**config.mk**
```make
export PLATFORM = sky130hd
export DESIGN_NAME = intel_hex_record_parser_flat
export DESIGN_NICKNAME = d
export VERILOG_FILES = /design/src/design/ihex_pkg.sv /design/src/design/ihex_if.sv /design/src/design/ihex_core.sv /design/src/design/intel_hex_record_parser.sv /design/src/flat_wrapper.sv
export VERILOG_INCLUDE_DIRS = /design/src /design/src/design
export SDC_FILE = /design/constraint.sdc
export NUM_CORES = 1
export LEC_CHECK = 0
export BUFFER_PORTS_ARGS = -buffer_cell sky130_fd_sc_hd__buf_2
export CELL_PAD_IN_SITES_DETAIL_PLACEMENT = 0
export CELL_PAD_IN_SITES_GLOBAL_PLACEMENT = 1
export CORE_ASPECT_RATIO = 1.4
export CORE_UTILIZATION = 43
export CTS_CLUSTER_SIZE = 25
export DETAILED_ROUTE_END_ITERATION = 7
export MAX_ROUTING_LAYER = met4
export PLACE_DENSITY = 0.76
export SYNTH_ARGS = -nofsm -noshare
export SYNTH_HDL_FRONTEND = slang
export SYNTH_HIERARCHICAL = 1
export SYNTH_SLANG_ARGS = --single-unit
export TNS_END_PERCENT = 1
```
**constraint.sdc**
```tcl
create_clock -name i_clk -period 7.3 [get_ports i_clk]
set_clock_uncertainty 0.2 [all_clocks]
set_input_delay 1.095 -clock i_clk [delete_from_list [all_inputs] [get_ports i_clk]]
set_output_delay 1.095 -clock i_clk [all_outputs]
set_load 0.005 [all_outputs]
```
**src/design/intel_hex_record_parser_defines.svh**
```systemverilog
// Assertion macros shared by the Intel HEX record parser sources
`ifndef INTEL_HEX_RECORD_PARSER_DEFINES_SVH
`define INTEL_HEX_RECORD_PARSER_DEFINES_SVH

`ifndef NO_ASSERTIONS
`define IHEX_ASSERT_IMPL(label, clk, rst_n, ante, cons) \
    label: assert property (@(posedge clk) disable iff (!(rst_n)) (ante) |-> (cons)) \
        else $error("ihex assertion failed");
`define IHEX_ASSERT_NEXT(label, clk, rst_n, ante, cons) \
    label: assert property (@(posedge clk) disable iff (!(rst_n)) (ante) |=> (cons)) \
        else $error("ihex assertion failed");
`else
`define IHEX_ASSERT_IMPL(label, clk, rst_n, ante, cons)
`define IHEX_ASSERT_NEXT(label, clk, rst_n, ante, cons)
`endif

`endif

```
**src/design/ihex_pkg.sv**
```systemverilog
// Types, codes and helpers of the Intel HEX record parser
`default_nettype none

package ihex_pkg;

    localparam logic [7:0] CHAR_COLON = 8'h3A;
    localparam logic [7:0] CHAR_CR    = 8'h0D;
    localparam logic [7:0] CHAR_LF    = 8'h0A;

    localparam logic [7:0] REC_DATA      = 8'h00;
    localparam logic [7:0] REC_EOF       = 8'h01;
    localparam logic [7:0] REC_EXT_SEG   = 8'h02;
    localparam logic [7:0] REC_START_SEG = 8'h03;
    localparam logic [7:0] REC_EXT_LIN   = 8'h04;
    localparam logic [7:0] REC_START_LIN = 8'h05;

    localparam int IDX_W = 9;
    localparam int TOTAL_W = 24;

    localparam logic [IDX_W-1:0] IDX_LENGTH   = 9'd0;
    localparam logic [IDX_W-1:0] IDX_OFS_HI   = 9'd1;
    localparam logic [IDX_W-1:0] IDX_OFS_LO   = 9'd2;
    localparam logic [IDX_W-1:0] IDX_TYPE     = 9'd3;
    localparam logic [IDX_W-1:0] IDX_DATA     = 9'd4;
    localparam logic [IDX_W-1:0] IDX_MAX      = 9'd511;
    localparam logic [IDX_W-1:0] IDX_OVERHEAD = 9'd5;

    localparam logic [TOTAL_W-1:0] TOTAL_MAX = 24'hFFFFFF;

    typedef enum logic [2:0] {
        KIND_DATA         = 3'd0,
        KIND_ACCEPT       = 3'd1,
        KIND_EOF          = 3'd2,
        KIND_FORMAT_ERR   = 3'd3,
        KIND_CHECKSUM_ERR = 3'd4,
        KIND_UNKNOWN_TYPE = 3'd5
    } t_kind;

    typedef enum logic [1:0] {
        PH_AWAIT  = 2'b01,
        PH_RECORD = 2'b10
    } t_phase;

    typedef struct packed {
        t_kind               kind;
        logic [7:0]          data_byte;
        logic [31:0]         address;
        logic [31:0]         start_address;
        logic [TOTAL_W-1:0]  total_bytes;
    } t_result;

    // Non-hex characters decode as zero
    function automatic logic [3:0] hex_nibble(input logic [7:0] c);
        logic [3:0] v;
        v = 4'd0;
        if (c >= 8'h30 && c <= 8'h39) begin
            v = 4'(c - 8'h30);
        end else if (c >= 8'h41 && c <= 8'h46) begin
            v = 4'(c - 8'h37);
        end else if (c >= 8'h61 && c <= 8'h66) begin
            v = 4'(c - 8'h57);
        end
        return v;
    endfunction

endpackage

`default_nettype wire

```
**src/design/ihex_if.sv**
```systemverilog
// Valid/ready channels for characters in and parse results out
`default_nettype none

interface ihex_char_if;
    logic       valid;
    logic       ready;
    logic [7:0] char_in;

    modport source (output valid, output char_in, input ready);
    modport sink   (input valid, input char_in, output ready);
endinterface

interface ihex_result_if;
    logic        valid;
    logic        ready;
    logic [2:0]  kind;
    logic [7:0]  data_byte;
    logic [31:0] address;
    logic [31:0] start_address;
    logic [23:0] total_bytes;

    modport source (output valid, output kind, output data_byte, output address,
                    output start_address, output total_bytes, input ready);
    modport sink   (input valid, input kind, input data_byte, input address,
                    input start_address, input total_bytes, output ready);
endinterface

`default_nettype wire

```
**src/design/ihex_core.sv**
```systemverilog
// Parser state and per-character decode of the Intel HEX record parser
`default_nettype none
`include "intel_hex_record_parser_defines.svh"

module ihex_core (
    input  wire logic              i_clk,
    input  wire logic              i_rst_n,
    input  wire logic              i_step,
    input  wire logic [7:0]        i_char,
    output logic                   o_res_valid,
    output ihex_pkg::t_result      o_res
);
    import ihex_pkg::*;

    t_phase             r_phase, n_phase;
    logic               r_halted, n_halted;
    logic               r_have_hi, n_have_hi;
    logic [3:0]         r_hi, n_hi;
    logic [IDX_W-1:0]   r_idx, n_idx;
    logic [7:0]         r_len, n_len;
    logic [15:0]        r_offset, n_offset;
    logic [7:0]         r_type, n_type;
    logic [7:0]         r_sum, n_sum;
    logic [15:0]        r_ext, n_ext;
    logic [31:0]        r_upper, n_upper;
    logic [31:0]        r_end, n_end;
    logic [TOTAL_W-1:0] r_total, n_total;

    always_comb begin
        logic [7:0]         b;
        logic [IDX_W-1:0]   d;
        logic [TOTAL_W:0]   sum_total;

        n_phase   = r_phase;
        n_halted  = r_halted;
        n_have_hi = r_have_hi;
        n_hi      = r_hi;
        n_idx     = r_idx;
        n_len     = r_len;
        n_offset  = r_offset;
        n_type    = r_type;
        n_sum     = r_sum;
        n_ext     = r_ext;
        n_upper   = r_upper;
        n_end     = r_end;
        n_total   = r_total;
        o_res_valid = 1'b0;
        o_res       = '0;

        b = {r_hi, hex_nibble(i_char)};
        d = r_idx - IDX_DATA;
        sum_total = {1'b0, r_total} + {{(TOTAL_W-7){1'b0}}, r_len};

        if (i_step && !r_halted && i_char != CHAR_CR) begin
            if (r_phase == PH_AWAIT) begin
                if (i_char != CHAR_COLON) begin
                    n_halted    = 1'b1;
                    o_res_valid = 1'b1;
                    o_res.kind  = KIND_FORMAT_ERR;
                end else begin
                    n_phase   = PH_RECORD;
                    n_have_hi = 1'b0;
                    n_hi      = 4'd0;
                    n_idx     = '0;
                    n_len     = 8'd0;
                    n_offset  = 16'd0;
                    n_type    = 8'd0;
                    n_sum     = 8'd0;
                    n_ext     = 16'd0;
                end
            end else if (i_char == CHAR_LF) begin
                n_phase     = PH_AWAIT;
                o_res_valid = 1'b1;
                if (r_have_hi || r_idx != ({1'b0, r_len} + IDX_OVERHEAD)) begin
                    n_halted   = 1'b1;
                    o_res.kind = KIND_FORMAT_ERR;
                end else if (r_sum != 8'd0) begin
                    n_halted   = 1'b1;
                    o_res.kind = KIND_CHECKSUM_ERR;
                end else begin
                    o_res.kind      = KIND_ACCEPT;
                    o_res.data_byte = r_type;
                    case (r_type)
                        REC_DATA: begin
                            n_total = sum_total[TOTAL_W] ? TOTAL_MAX
                                                         : sum_total[TOTAL_W-1:0];
                            if (r_len != 8'd0) begin
                                n_end = r_upper + {16'd0, r_offset} + {24'd0, r_len}
                                        - 32'd1;
                            end
                        end
                        REC_EOF: begin
                            o_res.kind          = KIND_EOF;
                            o_res.data_byte     = 8'd0;
                            o_res.address       = r_end;
                            o_res.start_address = r_end + 32'd1
                                                  - {{(32-TOTAL_W){1'b0}}, r_total};
                            o_res.total_bytes   = r_total;
                        end
                        REC_EXT_SEG:   n_upper = {12'd0, r_ext, 4'd0};
                        REC_EXT_LIN:   n_upper = {r_ext, 16'd0};
                        REC_START_SEG, REC_START_LIN: begin
                            // accepted, no effect
                        end
                        default: begin
                            n_halted        = 1'b1;
                            o_res.kind      = KIND_UNKNOWN_TYPE;
                            o_res.data_byte = 8'd0;
                        end
                    endcase
                end
            end else if (!r_have_hi) begin
                n_hi      = hex_nibble(i_char);
                n_have_hi = 1'b1;
            end else begin
                n_have_hi = 1'b0;
                n_sum     = r_sum + b;
                n_idx     = (r_idx < IDX_MAX) ? r_idx + 9'd1 : IDX_MAX;
                case (r_idx)
                    IDX_LENGTH: n_len = b;
                    IDX_OFS_HI: n_offset = {b, r_offset[7:0]};
                    IDX_OFS_LO: n_offset = {r_offset[15:8], b};
                    IDX_TYPE:   n_type = b;
                    default: begin
                        if (d < {1'b0, r_len}) begin
                            if (d == 9'd0) begin
                                n_ext = {b, r_ext[7:0]};
                            end else if (d == 9'd1) begin
                                n_ext = {r_ext[15:8], b};
                            end
                            if (r_type == REC_DATA) begin
                                o_res_valid     = 1'b1;
                                o_res.kind      = KIND_DATA;
                                o_res.data_byte = b;
                                o_res.address   = r_upper + {16'd0, r_offset}
                                                  + {23'd0, d};
                            end
                        end
                    end
                endcase
            end
        end
    end

    always_ff @(posedge i_clk) begin
        if (!i_rst_n) begin
            r_phase   <= PH_AWAIT;
            r_halted  <= 1'b0;
            r_have_hi <= 1'b0;
            r_hi      <= 4'd0;
            r_idx     <= '0;
            r_len     <= 8'd0;
            r_offset  <= 16'd0;
            r_type    <= 8'd0;
            r_sum     <= 8'd0;
            r_ext     <= 16'd0;
            r_upper   <= 32'd0;
            r_end     <= 32'd0;
            r_total   <= '0;
        end else begin
            r_phase   <= n_phase;
            r_halted  <= n_halted;
            r_have_hi <= n_have_hi;
            r_hi      <= n_hi;
            r_idx     <= n_idx;
            r_len     <= n_len;
            r_offset  <= n_offset;
            r_type    <= n_type;
            r_sum     <= n_sum;
            r_ext     <= n_ext;
            r_upper   <= n_upper;
            r_end     <= n_end;
            r_total   <= n_total;
        end
    end

    // a halted parser stays silent
    `IHEX_ASSERT_IMPL(a_halt_silent, i_clk, i_rst_n, r_halted, !o_res_valid)
    // every error report halts the parser
    `IHEX_ASSERT_NEXT(a_err_halts, i_clk, i_rst_n,
        o_res_valid && (o_res.kind == KIND_FORMAT_ERR || o_res.kind == KIND_CHECKSUM_ERR
                        || o_res.kind == KIND_UNKNOWN_TYPE),
        r_halted)
    // between records no half byte is pending unless halted
    `IHEX_ASSERT_IMPL(a_await_clean, i_clk, i_rst_n,
        r_phase == PH_AWAIT && !r_halted, !r_have_hi)

endmodule

`default_nettype wire

```
**src/design/intel_hex_record_parser.sv**
```systemverilog
// Intel HEX record parser: input register, parser core, result register
// A character taken into the input register is decoded into the result register.
// Throughput: one character per cycle unless the output stalls; while a result
//   word waits, one character is still taken and held in the input register.
// Reset (i_rst_n low, synchronous): clears the parser, the address state and
//   empties both registers. An error halts the parser until the next reset.
`default_nettype none
`include "intel_hex_record_parser_defines.svh"

module intel_hex_record_parser (
    input  wire logic     i_clk,
    input  wire logic     i_rst_n,
    ihex_char_if.sink     i_char,
    ihex_result_if.source o_result
);
    import ihex_pkg::*;

    logic       r_in_valid;
    logic [7:0] r_char;
    logic       r_out_valid;
    t_result    r_out;

    logic       step;
    logic       res_valid;
    t_result    res;

    // advance the input word when the result register is free or draining
    assign step = r_in_valid && (!r_out_valid || o_result.ready);
    assign i_char.ready = !r_in_valid || step;

    ihex_core u_core (
        .i_clk       (i_clk),
        .i_rst_n     (i_rst_n),
        .i_step      (step),
        .i_char      (r_char),
        .o_res_valid (res_valid),
        .o_res       (res)
    );

    always_ff @(posedge i_clk) begin
        if (!i_rst_n) begin
            r_in_valid  <= 1'b0;
            r_out_valid <= 1'b0;
        end else begin
            if (i_char.valid && i_char.ready) begin
                r_in_valid <= 1'b1;
            end else if (step) begin
                r_in_valid <= 1'b0;
            end
            if (step) begin
                r_out_valid <= res_valid;
            end else if (o_result.ready) begin
                r_out_valid <= 1'b0;
            end
        end
    end

    always_ff @(posedge i_clk) begin
        if (i_char.valid && i_char.ready) begin
            r_char <= i_char.char_in;
        end
        if (step && res_valid) begin
            r_out <= res;
        end
    end

    assign o_result.valid         = r_out_valid;
    assign o_result.kind          = r_out.kind;
    assign o_result.data_byte     = r_out.data_byte;
    assign o_result.address       = r_out.address;
    assign o_result.start_address = r_out.start_address;
    assign o_result.total_bytes   = r_out.total_bytes;

    // a held input word blocks new characters
    `IHEX_ASSERT_IMPL(a_in_hold, i_clk, i_rst_n, r_in_valid && !step, !i_char.ready)
    // a result word that is stalled survives to the next cycle
    `IHEX_ASSERT_NEXT(a_out_keep, i_clk, i_rst_n, r_out_valid && !o_result.ready,
        r_out_valid)
    // a stalled result word holds its fields
    `IHEX_ASSERT_NEXT(a_out_stable, i_clk, i_rst_n, r_out_valid && !o_result.ready,
        $stable(r_out))

endmodule

`default_nettype wire
```
**src/flat_wrapper.sv**
```systemverilog
// flat-port wrapper written by rule: the top's interface ports become plain ports
module intel_hex_record_parser_flat import ihex_pkg::*;
  (i_clk, i_rst_n, i_char_valid, i_char_char_in, i_char_ready, o_result_valid, o_result_kind, o_result_data_byte, o_result_address, o_result_start_address, o_result_total_bytes, o_result_ready);
  ihex_char_if i_char_i ();
  ihex_result_if o_result_i ();
  input  wire logic i_clk;
  input  wire logic i_rst_n;
  input wire logic [$bits(i_char_i.valid)-1:0] i_char_valid;
  input wire logic [$bits(i_char_i.char_in)-1:0] i_char_char_in;
  output wire logic [$bits(i_char_i.ready)-1:0] i_char_ready;
  output wire logic [$bits(o_result_i.valid)-1:0] o_result_valid;
  output wire logic [$bits(o_result_i.kind)-1:0] o_result_kind;
  output wire logic [$bits(o_result_i.data_byte)-1:0] o_result_data_byte;
  output wire logic [$bits(o_result_i.address)-1:0] o_result_address;
  output wire logic [$bits(o_result_i.start_address)-1:0] o_result_start_address;
  output wire logic [$bits(o_result_i.total_bytes)-1:0] o_result_total_bytes;
  input wire logic [$bits(o_result_i.ready)-1:0] o_result_ready;
  assign i_char_i.valid = i_char_valid;
  assign i_char_i.char_in = i_char_char_in;
  assign i_char_ready = i_char_i.ready;
  assign o_result_valid = o_result_i.valid;
  assign o_result_kind = o_result_i.kind;
  assign o_result_data_byte = o_result_i.data_byte;
  assign o_result_address = o_result_i.address;
  assign o_result_start_address = o_result_i.start_address;
  assign o_result_total_bytes = o_result_i.total_bytes;
  assign o_result_i.ready = o_result_ready;
  intel_hex_record_parser u_core (.i_clk(i_clk), .i_rst_n(i_rst_n), .i_char(i_char_i), .o_result(o_result_i));
endmodule
```
## Yosys cells after proc, flatten, opt, wreduce, memory -nomap -nowiden

Cells that the tools add are included.

- Mux-type cells: 76
- Equality and inequality tests: 23
- Reduce and logical (&&, ||, !) cells: 50
- Bitwise logic cells: 6
- Magnitude comparators: 8
- $add $sub $neg: 14

Operators by type and width:

| kind | count |
|---|---|
| 96-bit 2-to-1 mux | 2 |
| 43-bit 2-to-1 mux | 4 |
| 16-bit 2-to-1 mux | 10 |
| 8-bit 2-to-1 mux | 13 |
| 88-bit 2-to-1 mux | 1 |
| 32-bit one-hot mux with 2 select lines | 1 |
| 9-bit 2-to-1 mux | 5 |
| 40-bit 2-to-1 mux | 1 |
| 32-bit by 1-bit adder with 32-bit output, second input constant | 1 |
| 32-bit by 16-bit adder with 32-bit output | 1 |
| 32-bit by 8-bit adder with 32-bit output | 1 |
| 32-bit by 9-bit adder with 32-bit output | 1 |
| 16-bit one-hot mux with 2 select lines | 1 |
| 32-bit by 1-bit subtractor with 32-bit output, second input constant | 1 |
| 32-bit by 24-bit subtractor with 32-bit output | 1 |
| 4-bit 2-to-1 mux | 7 |
| 24-bit by 8-bit adder with 25-bit output | 1 |
| 24-bit 2-to-1 mux | 1 |
| 6-bit AND reduction | 4 |
| 2-bit nonzero test | 12 |
| 1-bit 2-to-1 mux | 22 |
| 11-bit one-hot mux with 2 select lines | 1 |
| 9-bit by 1-bit == test with 1-bit output, second input constant | 2 |
| 9-bit by 2-bit == test with 1-bit output, second input constant | 2 |
| 41 further kinds | 81 |

- Logic and storage cells: 200
- Output and inout port bits: 101
- Register bits after elaboration: 270

## Logic depth before layout (Yosys ltp)

Gate-level depths: netlist of run 1.

- Depth after elaboration: 12
- Depth in mapped cells: 24
- Mapped depth without buffers: 23

## Hierarchy

Netlist of run 1, hierarchy kept.

By module, submodules not included:

| module | area an instance (um2) | seq. area each (um2) | times used | cells an instance |
|---|---|---|---|---|
| ihex_core | 13628.1 | 3143.0 | 1 | 1757 |
| intel_hex_record_parser | 3325.7 | 3253.1 | 1 | 120 |

## Worst setup path after synthesis of run 1

Ideal clock, no wire load.

- Path kind: register to register
- Start point: reg u_core.u_core.r_idx[2]
- End point: reg u_core.r_out (netlist bit u_core/o_result.address[0]) (enable)
- Data required time: 6.543 ns
- Data arrival time: 6.481 ns
- Setup slack: 0.061 ns
- Period minus slack after synthesis: 7.239 ns
- Setup time: 0.557 ns
- Stages on the path, launching flop included: 15
- Path through: dfxtp_1 -> clkbuf_1 -> inv_1 -> ha_1 -> inv_1 -> ha_1 -> o21a_1 -> o21a_1 -> o21a_1 -> o211ai_1 -> and4b_1 -> o21ai_0 -> a21oi_1 -> nand2_1 -> nor2_1

- Word-level cells in the longest chain between the ends: 9

RTL lines:

| what | RTL line | text |
|---|---|---|
| start, declared | ihex_core.sv:19 | `logic [IDX_W-1:0] r_idx, n_idx;` |
| start signal, assigned | ihex_core.sv:165 | `r_idx <= n_idx;` |
| 9-bit by 3-bit subtractor with 9-bit output | ihex_core.sv:51 | `d = r_idx - IDX_DATA;` |
| 9-bit by 8-bit < comparator with 1-bit output | ihex_core.sv:125 | `if (d < {1'b0, r_len}) begin` |
| 1-bit 2-to-1 mux | ihex_core.sv:125 |  |
| 1-bit 2-to-1 mux * | ihex_core.sv:119 | `case (r_idx)` |
| 1-bit 2-to-1 mux * | ihex_core.sv:112 | `end else if (!r_have_hi) begin` |
| 1-bit 2-to-1 mux * | ihex_core.sv:71 | `end else if (i_char == CHAR_LF) begin` |
| 1-bit 2-to-1 mux * | ihex_core.sv:55 | `if (r_phase == PH_AWAIT) begin` |
| 1-bit 2-to-1 mux * | ihex_core.sv:54 | `if (i_step && !r_halted && i_char != CHAR_CR) begin` |
| net u_core.res_valid | intel_hex_record_parser.sv:24 | `logic res_valid;` |
| 1-bit logical AND * | intel_hex_record_parser.sv:62 | `if (step && res_valid) begin` |
| end signal, assigned | intel_hex_record_parser.sv:63 | `r_out <= res;` |
| end, declared | intel_hex_record_parser.sv:21 | `t_result r_out;` |

The timed path passes the listed nets; every way through them passes the cells marked *.
A chain may end at the register's enable or synchronous reset.

## Worst setup path in the final report of run 1

- Start point: reg u_core.u_core.r_offset[4]
- End point: reg u_core.u_core.r_end[30]

- Word-level cells in the longest chain between the ends: 3

RTL lines:

| what | RTL line | text |
|---|---|---|
| start, declared | ihex_core.sv:21 | `logic [15:0] r_offset, n_offset;` |
| start signal, assigned | ihex_core.sv:167 | `r_offset <= n_offset;` |
| 32-bit by 16-bit adder with 32-bit output | ihex_core.sv:88 | `n_end = r_upper + {16'd0, r_offset} + {24'd0, r_len}` |
| 32-bit by 8-bit adder with 32-bit output | ihex_core.sv:88 |  |
| 32-bit by 1-bit subtractor with 32-bit output | ihex_core.sv:89 | `- 32'd1;` |
| end signal, assigned | ihex_core.sv:172 | `r_end <= n_end;` |
| end, declared | ihex_core.sv:26 | `logic [31:0] r_end, n_end;` |

No other way between the ends.

==> metrics.md, run 1 <==
| Metric | Value |
|---|---|
| Status | `finished clean` |
| WL/cell | `around 17 um` |
| Post-CTS Resized | `0` |
| Clock sink count | `266` |
| N_diodes | `0` |
| First-pass GRT wire length | `69700 um` |
| Hold Crit Endpoint | `u_core/u_core/r_end[1]` |
| Finished Layout Cells | `2513` |
| Synth cell count leaders | `nor2_1, a21oi_1, ha_1` |
| Core area | `0.0386 sq mm` |
| Synth Cell Area | `roughly 0.017 sq mm` |
| TritonCTS clock tree | `built` |
| Synthesis Warnings | `6` |
| Post-synth EDFFs | `107` |
| Layout Nets | `2154` |
| Worst path arrival time | `5.98 ns` |
| Slack of the worst reg-to-reg path | `about 1.5 ns` |
| GR Util All Layers | `~22%` |
| Max Clock Freq | `0.174 GHz` |
| CP peak stage delay | `0.58 ns` |
| RSZ-0062 raised after global routing | `no` |
| WP data required | `approximately 7.5 ns` |
| CP bufs+invs | `2` |
| Share of flip-flops with an asynchronous set or reset | `0%` |
| Die Y | `237 um` |
| Worst hold-check path type | `reg -> reg` |
| Setup crit end kind | `flip-flop` |
| Mean post-synth cell area | `9.03 sq um` |
| Largest area contributor in the netlist | `edfxtp_1` |
| Crit start category | `flip-flop` |
| Largest net degree at the start of global routing | `80` |
| Placed cells | `roughly 2500` |
| CTS buffer count | `28` |
| Post-DR vias/cell | `5.45` |
| Final period utilization | `78.8%` |
| Post-CTS Setup Bufs | `0` |
| Tmin final | `5.75 ns` |
| Port buffer count | `~110` |
| Syn nets | `2062` |
| Initial Util | `43.9%` |
| Iteration-0 DRC Markers | `718` |
| Gate Count Post-Synth | `around 1900` |
| Cts hold-fix bufs | `0` |
| Setup CP Type | `reg -> reg` |
| Fin Setup TNS | `0 ns` |
| CP delay by family, top | `compound AO/OA/AOI/OAI gates` |
| Final setup viols | `0` |
| Ys flop type | `dfxtp_1` |
| Max Buffers Root-to-Sink | `3` |
| Post-route DRC | `0` |
| Routed vias | `13686` |
| # rows | `85` |
| Top-count cell post-synth | `nor2_1` |
| Flops & latches, synth | `between 200 and 300` |
| Worst R2R End | `u_core/u_core/r_end[30]` |
| Rel. slew slack | `between 10% and 20%` |
| Total Wirelength | `~44000 um` |
| Antenna-violating nets left | `0` |
| I/O pin count | `about 110` |
| Final hold violations | `0` |
| Gr ovfl total | `0` |
| CP max FO | `7` |
| Cell variety after synth | `84` |
| Leakage power | `7.63 nW` |
| Worst R2R Start | `u_core/u_core/r_offset[4]` |
| Hold path depth | `2` |
| CP max-delay cell | `a2111oi_0` |
| Die W | `170 um` |
| Final Max Slew Viols | `0` |
| Clock Pin Slew Worst Setup and Hold Paths | `0.07 ns` |
| Hold Crit Start | `u_core/u_core/r_end[1]` |
| Share of cells above drive strength 1 | `10.4%` |
| Layout area overhead | `12.3%` |
| Number of global-route vias before repair | `13314` |
| Initial antenna violation count | `0` |
| Worst skew pair latency | `0.56 ns` |
| Worst Reg2Reg Path Length in Cells | `22` |
| Power per cell area | `164 mW/mm^2` |
| Cells along the critical path | `ha_1 -> inv_1 -> fa_1 -> nor2b_1 -> o31a_1 -> o41ai_1 -> a21o_1 -> o21bai_1 -> a21o_1 -> nand3_1 -> xor2_1 -> inv_1 -> ha_1 -> nor3_1 -> nand4_1 -> a2111oi_0 -> o32ai_1 -> o311ai_1 -> a21oi_1 -> mux2i_1 -> xor2_1 -> a21oi_1` |
| Seq/Total Area, Yosys | `37.7%` |
| Post-DP HPWL | `between 30000 and 40000 um` |
| H-tree depth | `1` |
| Die ar. | `0.0402 sq mm` |
| Max-cap check violation count | `0` |
| Worst slew pin tran | `~1.2 ns` |
| First drt pass iteration count | `5` |
| Area fraction of the dominant cell type after synthesis | `19.0%` |
| GP Congestion | `0.927` |
| Worst vdd ir | `between 0.15 and 0.2 mV` |
| Top area cells in the synthesized netlist | `edfxtp_1, dfxtp_1, ha_1, a21oi_1, xnor2_1` |
| Root Buffer | `clkbuf_16` |
cell type report:
type | count | area (sq um)
Clock buffer | 30 | 729
Clock inverter | 22 | 262
Fill cell | 3723 | 19600
Inverter | 144 | 542
Multi-Input combinational cell | 1402 | 9760
Sequential cell | 266 | 6400
Tap cell | 522 | 653
Timing Repair Buffer | 127 | 686
per-layer routing:
layer | wire length (um) | GRT usage, %
met3 | 1480 | 2.02
met4 | 1710 | 9.31
met5 | 0 | -
met1 | 18300 | 25.3
met2 | 22400 | 40.3
sequential cells by signal, indices dropped and copies added (netlist names), 16 cells and up:
signal	count
u_core/o_result.address	32
u_core/o_result.start_address	32
u_core/u_core/r_end	32
u_core/u_core/r_upper	28
u_core/o_result.total_bytes	24
u_core/u_core/r_total	24
u_core/u_core/r_ext	16
u_core/u_core/r_offset	16
power breakdown:
| group | internal [mW] | total (mW) | switching [mW] | leakage (nW) |
|---|---|---|---|---|
| registers | 1.55 | 1.55 | 0.00447 | 2.36 |
| clock network | 0.906 | 1.53 | 0.625 | 0.470 |
| logic | 0.0135 | 0.0488 | 0.0353 | 4.80 |
| total | 2.47 | 3.13 | 0.664 | 7.63 |
layout by cell type (no fill, tap or decap), types with 6 or more instances in the layout:
master,Yosys,layout
nand3_1,52,52
a211oi_1,27,27
nor3_1,35,35
o21a_1,27,27
a22o_1,38,38
xor2_1,49,49
and3_1,11,11
nor3b_1,8,8
o21bai_1,12,12
nand2b_1,16,15
nor2b_1,26,26
nand2_1,126,126
clkbuf_16,0,29
a21oi_1,170,170
dfxtp_1,159,159
buf_2,10,112
or3_1,13,13
nand4_1,21,21
nand3b_1,6,6
nor4_1,10,8
a31oi_1,7,7
a22oi_1,11,11
o21ai_0,80,80
fa_1,6,6
nor2_1,192,191
a211o_1,6,6
xnor2_1,87,87
a21o_1,33,33
o31ai_1,7,7
inv_1,143,143
buf_4,3,14
edfxtp_1,107,107
ha_1,167,167
mux2i_1,34,34
and4_1,8,8
and2_1,22,22
stage by stage:
| step | setup slack (ns) | cell area (sq um) | total power [mW] | utilization, % | hold slack, ns |
|---|---|---|---|---|---|
| after global placement | 1.64 | 18000 | 1.63 | 46.7 | 0.241 |
| after detailed placement | 1.56 | 18000 | 1.63 | 46.7 | 0.244 |
| after floorplan | 0.0615 | 17000 | 1.61 | - | 0.231 |
| after CTS | 1.54 | 19000 | 3.17 | 49.3 | 0.252 |
| after global routing | 1.05 | 19000 | 3.22 | 49.3 | 0.271 |
| final | 1.55 | 19000 | 3.13 | 49.3 | 0.251 |
cell families (layout without fill, tap and decap cells):
| group | Yosys count | after routing | share of synthesized area, % |
|---|---|---|---|
| XOR/XNOR | 137 | 137 | 7.12 |
| AND/OR/NAND/NOR | 580 | 580 | 17.0 |
| buffers and inverters | 209 | 323 | 4.90 |
| adder cells (fa/ha/maj) | 173 | 173 | 13.0 |
| flip-flops | 266 | 266 | 37.7 |
| AO/OA/AOI/OAI | 477 | 477 | 18.2 |
| multiplexers | 35 | 35 | 2.07 |
tightest hold or removal path, stage by stage, from the launching register on:
cell,delay [ns]
dfxtp_1,0.31
nand2_1,0.05
a21oi_1,0.05
worst max-delay path by stage:
| stage | cells past startpoint | slack, ns | start | endpoint |
|---|---|---|---|---|
| after floorplan | 14 | 0.06 | u_core/u_core/r_idx[2] | u_core/o_result.address[0] |
| after global placement | 22 | 1.64 | u_core/u_core/r_offset[4] | u_core/u_core/r_end[30] |
| after detailed placement | 22 | 1.56 | u_core/u_core/r_offset[4] | u_core/u_core/r_end[30] |
| after CTS | 22 | 1.54 | u_core/u_core/r_offset[4] | u_core/u_core/r_end[30] |
| after global routing | 22 | 1.05 | u_core/u_core/r_offset[4] | u_core/u_core/r_end[30] |
| final | 22 | 1.55 | u_core/u_core/r_offset[4] | u_core/u_core/r_end[30] |
Power figures use the tool's default switching activity.
==> run 2, diff against run 1 <==
==> constraint.sdc (replaced) <==
create_clock -name i_clk -period 5.13 [get_ports i_clk]
set_clock_uncertainty 0.2 [all_clocks]
set_input_delay 0.7695 -clock i_clk [delete_from_list [all_inputs] [get_ports i_clk]]
set_output_delay 0.7695 -clock i_clk [all_outputs]
set_load 0.005 [all_outputs]
==> metrics.md, run 2 (synthesized netlist as in run 1, its figures left out) <==
| Metric | Value |
|---|---|
| Status | `finished clean` |
| Worst R2R End | `u_core/u_core/r_end[30]` |
| WL/cell | `17.9 um (+2.6%)` |
| Root Buffer | `clkbuf_16` |
| Power per cell area | `221 mW/mm^2 (+34%)` |
| N_diodes | `0 (unchanged)` |
| RSZ-0062 raised after global routing | `yes` |
| WP data required | `5.37 ns (-2.16 ns)` |
| Leakage power | `7.86 nW (+3.0%)` |
| CP max FO | `3 (-4)` |
| Final Cell Area | `0.0196 sq mm (+2.9%)` |
| Antenna-violating nets left | `0 (unchanged)` |
| Port buffer count | `112 (unchanged)` |
| Leading cell type in the layout, fill and taps excluded | `nor2_1` |
| Worst skew pair latency | `0.57 ns (about the same)` |
| I/O pin count | `113 (unchanged)` |
| Max-cap check violation count | `0 (unchanged)` |
| Worst vdd ir | `0.228 mV (+25%)` |
| First-pass GRT wire length | `72500 um (+4.0%)` |
| Placed inst area | `0.0184 sq mm (+2.0%)` |
| Share of cells above drive strength 1 | `14.2% (+3.8 points)` |
| H-tree depth | `1 (unchanged)` |
| Gr ovfl total | `0 (unchanged)` |
| Die Y | `237 um (unchanged)` |
| Routed vias | `13799 (+0.83%)` |
| Total Wirelength | `46000 um (+4.8%)` |
| Max Buffers Root-to-Sink | `3 (unchanged)` |
| Routed wl met3 | `1160 um (-22%)` |
| Tmin final | `4.94 ns (-0.808 ns)` |
| Commonest non-fill, non-tap cells in the layout | `nor2_1, a21oi_1, ha_1, dfxtp_1, inv_1` |
| Crit start category | `flip-flop` |
| Initial antenna violation count | `0 (unchanged)` |
| Final Max Slew Viols | `0 (unchanged)` |
| Rel. slew slack | `32.7% (+15 points)` |
| Final period utilization | `96.3% (+18 points)` |
| Core area | `0.0386 sq mm (unchanged)` |
| Worst hold-check path type | `in -> reg` |
| Post-DR vias/cell | `5.38 (-1.3%)` |
| CTS buffer count | `28 (unchanged)` |
| Clock Pin Slew Worst Setup and Hold Paths | `0.06 ns (about the same)` |
| TritonCTS clock tree | `built` |
| Worst slew pin tran | `1.00 ns (-0.225 ns)` |
| Post-route DRC | `0 (unchanged)` |
| Die W | `170 um (unchanged)` |
| Number of global-route vias before repair | `13695 (+2.9%)` |
| Fill cells | `3686 (-0.99%)` |
| Hold Crit Start | `i_char_char_in[2]` |
| Detail Route met2 WL | `24400 um (+8.8%)` |
| First drt pass iteration count | `5 (unchanged)` |
| Worst path arrival time | `5.18 ns (-0.80 ns)` |
| Setup crit end kind | `flip-flop` |
| Iteration-0 DRC Markers | `828 (+15%)` |
| Final hold violations | `0 (unchanged)` |
| Final setup viols | `0 (unchanged)` |
| Die ar. | `0.0402 sq mm (unchanged)` |
| Worst R2R Start | `u_core/u_core/r_upper[4]` |
| Setup CP Type | `reg -> reg` |
| Slack of the worst reg-to-reg path | `0.19 ns (-1.36 ns)` |
| Largest net degree at the start of global routing | `98 (+23%)` |
| Max Clock Freq | `0.202 GHz (+16%)` |
| Initial Util | `43.9% (unchanged)` |
| Worst Reg2Reg Path Length in Cells | `25 (+14%)` |
| M1 wire length | `19000 um (+3.6%)` |
| Clock sink count | `266 (unchanged)` |
| Storage element area | `0.00640 sq mm (about the same)` |
| Cts hold-fix bufs | `0 (unchanged)` |
| Hold Crit Endpoint | `u_core/r_char[2]` |
| Top layer in use | `met4` |
| # rows | `85 (unchanged)` |
| GP Congestion | `0.887 (-4.4%)` |
| Hold path depth | `1 (-1)` |
| Layout Nets | `2207 (+2.5%)` |
| Area used by multi-input combinational logic | `0.00997 sq mm (+2.1%)` |
| Post-DP HPWL | `35600 um (+6.0%)` |
| Layout area overhead | `15.5%` |
| GR Util All Layers | `23.6% (+1.1 points)` |
| Final hold slack | `0.169 ns (-0.0816 ns)` |
==> run 2: cell count changes in the layout (fill, tap and decap cells not counted), moves of 4 or more <==
| cell | delta |
|---|---|
| a21oi_1 | -4 |
| a21oi_2 | +4 |
| buf_4 | +53 |
| bufinv_16 | -4 |
| clkbuf_8 | +5 |
| ha_1 | -4 |
==> run 2: stage by stage <==
stage / worst slack (ns) / std cells / utilization, % / TNS, ns / power (mW)
floorplan: 0.244 / 1877 / - / 0 / 2.30
CTS: 0.00883 / 2562 / 50.2 / 0 / 4.38
global placement: -0.135 / 2510 / 47.7 / -0.135 / 2.33
detailed placement: -0.221 / 2510 / 47.7 / -0.263 / 2.33
global route: -0.0647 / 2566 / 50.7 / -0.154 / 4.47
finish: 0.188 / 2566 / 50.7 / 0 / 4.32
==> run 2: layer usage <==
layer | GRT usage [%] | vias up
met5 | - | -
met3 | 2.12 | 75
met2 | 43.6 | 236
li1 | - | 6988
met4 | 8.19 | 0
met1 | 26.0 | 6500
==> run 2: worst max path at each step <==
stage,from,end,depth (start not counted)
2_1_floorplan,u_core/u_core/r_offset[4],u_core/u_core/r_end[30],24
3_3_place_gp,u_core/u_core/r_offset[4],u_core/u_core/r_end[30],24
3_5_place_dp,u_core/u_core/r_upper[4],u_core/u_core/r_end[30],24
4_1_cts,u_core/u_core/r_upper[4],u_core/u_core/r_end[31],26
5_1_grt,u_core/u_core/r_upper[4],u_core/u_core/r_end[30],25
6_report,u_core/u_core/r_upper[4],u_core/u_core/r_end[30],25
==> run 2: layout make-up <==
type | instances | area share, %
clock buffer | 38 | 4.15
clock inverter | 14 | 0.626
inverter | 144 | 2.77
multi-input combinational | 1402 | 50.9
sequential | 266 | 32.7
tap | 522 | 3.34
timing repair buffer | 180 | 5.53
==> run 2: timing repair <==
item                                    4_1_cts  5_1_grt
pin swaps                                     2       13
buffers inserted                              0        4
gates resized for setup                       6       30
endpoints found under the setup margin        2        7
==> run 2: worst max-delay path, stage by stage, from the launching register on <==
cell and delay (ns):
dfxtp_1 0.34, ha_2 0.18, buf_4 0.11, inv_1 0.05, fa_2 0.36, nor2b_2 0.14, o31a_1 0.20, o41ai_2 0.08
buf_4 0.15, a21o_1 0.17, o21bai_1 0.12, a21o_1 0.16, nand3_2 0.10, xor2_2 0.21, buf_4 0.15, ha_1 0.20
nor2b_1 0.16, or3_4 0.35, o221ai_4 0.22, a21oi_2 0.09, o32ai_2 0.33, o311ai_2 0.14, a21oi_2 0.17, mux2i_1 0.22
xor2_1 0.16, a21oi_1 0.08
==> run 2: power breakdown <==
part | switching [mW] | internal [mW] | leakage (nW)
Clock | 0.871 | 1.16 | 0.439
Sequential | 0.00652 | 2.20 | 2.33
Combinational | 0.0513 | 0.0207 | 5.09
Total | 0.929 | 3.39 | 7.86
